<file path="src/rtl/core/binary_max_heap_queue_defines.svh">
// assertion macros shared by the priority queue rtl
`ifndef BINARY_MAX_HEAP_QUEUE_DEFINES_SVH
`define BINARY_MAX_HEAP_QUEUE_DEFINES_SVH

// condition holds in the same cycle as the trigger
`define HQ_ASSERT_SAME(lbl, trig, cond) \
  lbl: assert property (@(posedge clk) disable iff (!rst_n) (trig) |-> (cond)) \
    else $error("assertion failed");

// condition holds in the cycle after the trigger
`define HQ_ASSERT_NEXT(lbl, trig, cond) \
  lbl: assert property (@(posedge clk) disable iff (!rst_n) (trig) |=> (cond)) \
    else $error("assertion failed");

`endif

</file>
<file path="src/rtl/core/bmhq_pkg.sv">
// types and constants of the priority queue
`timescale 1ns / 1ps
package bmhq_pkg;

  localparam int KEY_W   = 32;
  localparam int COUNT_W = 5;
  localparam int STAT_W  = 2;

  typedef logic signed [KEY_W-1:0] key_t;

  // operation codes
  typedef enum logic {
    OP_INSERT = 1'b0,
    OP_DELETE = 1'b1
  } op_kind_t;

  // status codes
  typedef enum logic [STAT_W-1:0] {
    ST_OK        = 2'd0,
    ST_OVERFLOW  = 2'd1,
    ST_UNDERFLOW = 2'd2
  } status_t;

  // broadcast operation seen by every cell
  typedef struct packed {
    logic ins;
    logic del;
    key_t key;
  } hq_op_t;

  // word a cell hands to its right neighbor
  typedef struct packed {
    logic ge;
    key_t key;
  } hq_link_t;

endpackage

</file>
<file path="src/rtl/core/bmhq_cell.sv">
// one slot of the sorted cell chain
`timescale 1ns / 1ps
module bmhq_cell
  import bmhq_pkg::*;
(
  input  logic     clk,
  input  hq_op_t   op,
  input  logic     occ,
  input  hq_link_t left,
  input  key_t     right_key,
  output hq_link_t link
);

  key_t key_r, key_nxt;
  logic self_ge;

  // occupied slot at least as large as the new key stays put
  assign self_ge   = occ && (key_r >= op.key);
  assign link.ge   = self_ge;
  assign link.key  = key_r;

  // insert shifts right below the insert point, delete shifts left
  always_comb begin
    key_nxt = key_r;
    if (op.ins && !self_ge) begin
      key_nxt = left.ge ? op.key : left.key;
    end else if (op.del) begin
      key_nxt = right_key;
    end
  end

  always_ff @(posedge clk) begin
    key_r <= key_nxt;
  end

endmodule

</file>
<file path="config.mk">
export PLATFORM = sky130hd
export DESIGN_NAME = bmhq_cell
export DESIGN_NICKNAME = d
export VERILOG_FILES = /design/src/rtl/core/binary_max_heap_queue_defines.svh /design/src/rtl/core/bmhq_pkg.sv /design/src/rtl/core/bmhq_cell.sv
export SDC_FILE = /design/constraint.sdc
export NUM_CORES = 1
export LEC_CHECK = 0
export BUFFER_PORTS_ARGS = -buffer_cell sky130_fd_sc_hd__buf_4
export CAP_MARGIN = 15
export CORE_MARGIN = 3
export CORE_UTILIZATION = 25
export CTS_BUF_LIST = sky130_fd_sc_hd__clkbuf_16
export DETAILED_ROUTE_END_ITERATION = 10
export PLACE_DENSITY = 0.46
export SYNTH_ARGS = -nofsm -noshare
export SYNTH_HDL_FRONTEND = slang
export SYNTH_SLANG_ARGS = --single-unit
</file>
<file path="constraint.sdc">
create_clock -name clk -period 4.38 [get_ports clk]
set_input_delay 0.876 -clock clk [delete_from_list [all_inputs] [get_ports clk]]
set_output_delay 0.876 -clock clk [all_outputs]
set_load 0.05 [all_outputs]
</file>
==> summary.md <==
| Metric | Value |
|---|---|
| Via count | between 2000 and 2500 |
| Leakage | approximately 2.0 nW |
| Sequential-to-total area share from yosys stat | between 30% and 40% |
| Bufs on Longest Clock Path | 2 |
| Largest register by flop count | key_r |
| Width of the die | approximately 110 um |
| Number of buffers inserted for hold repair after clock tree synthesis | 0 |
| Yosys top cell area share | about a third |
| Final critical-path required period | between 3 and 4 ns |
| Class of the tightest hold or removal check | in2reg |
| Result of the run | finished, final reports clean |
| Pre-Repair DR Iteration Count | 4 |
| Worst-skew pair later-pin latency | 0.28 ns |
| Post-Synth Adder-Cell Area | ~14% |
| Most numerous cell types in the synthesized netlist | inv_1 (36), mux2_2 (35), edfxtp_1 (32), ha_1 (32), mux2_4 (29) |
| Critical path required time | ~3.5 ns |
| Fraction of synthesis flops using an asynchronous set or reset pin | 0% |
| Resized Gates After CTS | 0 |
| H-Tree Level Count | 2 |
| Crit path setup slack, layout | roughly 0.67 ns |
| Total grt overflow | 0 |
| Average instance area after synthesis | between 10 and 15 um^2 |
| Routed length per placed instance | ~15 um |
| Clock tree from TritonCTS | built |
| Number of enable flip-flop cells after synthesis | 32 |
| DRC viols | 0 |
| Row count | 37 |
| Synthesized instance count | roughly 230 |
| Total routing usage reported by global routing | around an eighth |
| Post-DR vias/cell | 4.43 |
| Cts bufs inserted | 5 |
| Startpoint-to-endpoint class of the critical path | in2out |
| Worst vdd rail ir drop | 155 uV |
| Setup skew after layout | 0.00439 ns |
| Starting utilization of the core area | between 20% and 30% |
| Max-Cap Viols | 0 |
| Setup_tns | 0 ns |
| Final wirelength | around 7.6 mm |
| Die footprint | 0.0124 mm^2 |
| Main combinational cell family by area after synthesis | multiplexers |
| Die boundary height | approximately 110 um |
| Setup Slack @ Placement | around 0.64 ns |
| Synth top area cells | edfxtp_1 (35%), mux2_4 (16%), ha_1 (14%) |
| Largest registers | key_r: 32 flops |
| Count of routing violations after the opening detailed-route iteration | 64 |
| Area fraction in and, or, nand and nor cells after synthesis | 7.30% |
| Worst Path Max Fanout | 3 |
| Critical Path Sink Type | output pin |
| Pwr Density | between 300 and 400 mW/mm^2 |
| Number of different library cells in the post-synthesis netlist | 31 |
| Flip-flop count of the largest register after layout | 32 |
| TritonCTS Sinks | 32 |
| Max-slew violation count | 0 |
| Unrepaired setup endpoints after global routing | no |
| Complex-gate fraction of the synthesized area | about 6.6% |
| Number of synthesis warnings | 0 |
| Final Setup Violations | 0 |
| Share of the cycle needed by the critical path after routing | 84.7% |
| Clock edge transition at the registers on the reported setup and hold paths | 0.06 ns |
| Primary FF master, synth | edfxtp_1 |
| Quantity of I/O buffers inserted on ports | between 100 and 150 |
| Vias in the first global route | ~2400 |
| Number of filler cells placed in the layout | between 1000 and 1500 |
| Biggest area consumer among synthesized cells | edfxtp_1 |
| Synth Register Bits | 32 |
| Xor/xnor cell area share of the yosys netlist | less than 1% |
| Diode count | 0 |
| Antenna violations before repair | 0 |
| Worst endpoint data arrival time | 2.83 ns |
| Number of I/O pins | approximately 130 |
| Startpoint Class | input port |
| Pin count of the biggest net entering global routing | 33 |
| Number of nets at the end of the flow | roughly 500 |
| Cell with the most instances after synthesis | inv_1 |
| Count of final hold-check violations | 0 |
| Final antenna-violating net count | 0 |
| Slew of the pin with the lowest slew margin | about 0.49 ns |
| Placeable core region | 0.0106 mm^2 |
| Multiplexer share of the synthesized area | between 20% and 30% |
| Number of buffers added for setup after CTS | 0 |
| Half-perimeter wire length after detailed placement | around 6.3 mm |
| Achievable frequency | ~0.27 GHz |
| Normalized max-slew margin | between 60% and 70% |
| Proportion of layout cells with a drive suffix above 1 | approximately 58% |
| Final RePlAce weighted congestion | 0.782 |
| Syn nets | 366 |
| CTS root buf | clkbuf_16 |
| Synthesized area | ~0.0028 mm^2 |
| Synthesis-to-layout area growth | 46.2% |
| Wire length of the first global-routing pass | 12.2 mm |
## critical path, stage by stage
cell and delay (ns):
buf_4 0.09, inv_1 0.03, ha_1 0.31, a21oi_1 0.16
o21ai_0 0.12, a221oi_1 0.42, nor3b_2 0.10, a211oi_1 0.27
xnor2_1 0.10, a21oi_1 0.13, buf_4 0.22
## routing by layer
metal,up-vias,share of wire [%],GRT usage [%]
met4,0,2.0,4.06
li1,1126,-,-
met3,10,6.7,3.42
met2,78,50,21.4
met5,-,0,0
met1,1026,41,14.1
## cell usage in the layout (no fill, tap or decap), types with 2 or more instances in the layout
cell type / count
nand4_1: 6
buf_4: 137
mux2_2: 35
nand2_1: 10
clkbuf_16: 5
o21ai_0: 4
nand3_1: 5
a21oi_1: 17
inv_1: 36
clkinv_2: 2
mux2_4: 29
nor3_1: 2
ha_1: 32
edfxtp_1: 32
## path summary, 6_finish.rpt
| check | slack [ns] | start | to | cells after the start |
|---|---|---|---|---|
| setup / recovery | 0.67 | op[7] | link[32] | 11 |
| hold / removal | 0.90 | right_key[26] | key_r[26]$_DFFE_PP_ | 2 |
| setup reg to reg | 1.34 | key_r[7]$_DFFE_PP_ | key_r[19]$_DFFE_PP_ | 10 |
| hold reg to reg | 1.44 | key_r[31]$_DFFE_PP_ | key_r[9]$_DFFE_PP_ | 6 |
## power breakdown
part / switching [mW] / internal [mW]
Combinational: 0.473 / 0.341
Sequential: 0.0361 / 0.426
Clock: 0.129 / 0.206
Total: 0.638 / 0.974
## cell type report
type / instances / area (um^2) / area share (%)
Multi-Input combinational cell: 157 / 1630 / 40.1
Sequential cell: 32 / 961 / 23.7
Tap cell: 136 / 170 / 4.19
Clock buffer: 5 / 125 / 3.08
Clock inverter: 3 / 13.8 / 0.339
Timing Repair Buffer: 137 / 1030 / 25.3
Inverter: 36 / 135 / 3.33
## stage by stage
stage,std cells,util (%),area [um^2],power [mW],hold WS (ns)
after detailed placement,498,37.2,3920,1.30,1.18
final,506,38.5,4060,1.61,0.896
after floorplan,233,-,2780,1.04,1.09
after global placement,498,37.2,3920,1.29,1.18
after CTS,506,38.5,4060,1.64,0.889
after global routing,506,38.5,4060,1.72,0.890
## logic make-up after synthesis
group,Yosys count
XOR/XNOR,1
adder cells (fa/ha/maj),32
AO/OA/AOI/OAI,28
AND/OR/NAND/NOR,32
flip-flops,32
multiplexers,64
buffers and inverters,44
Note: power is estimated with default switching activity, not from simulation.
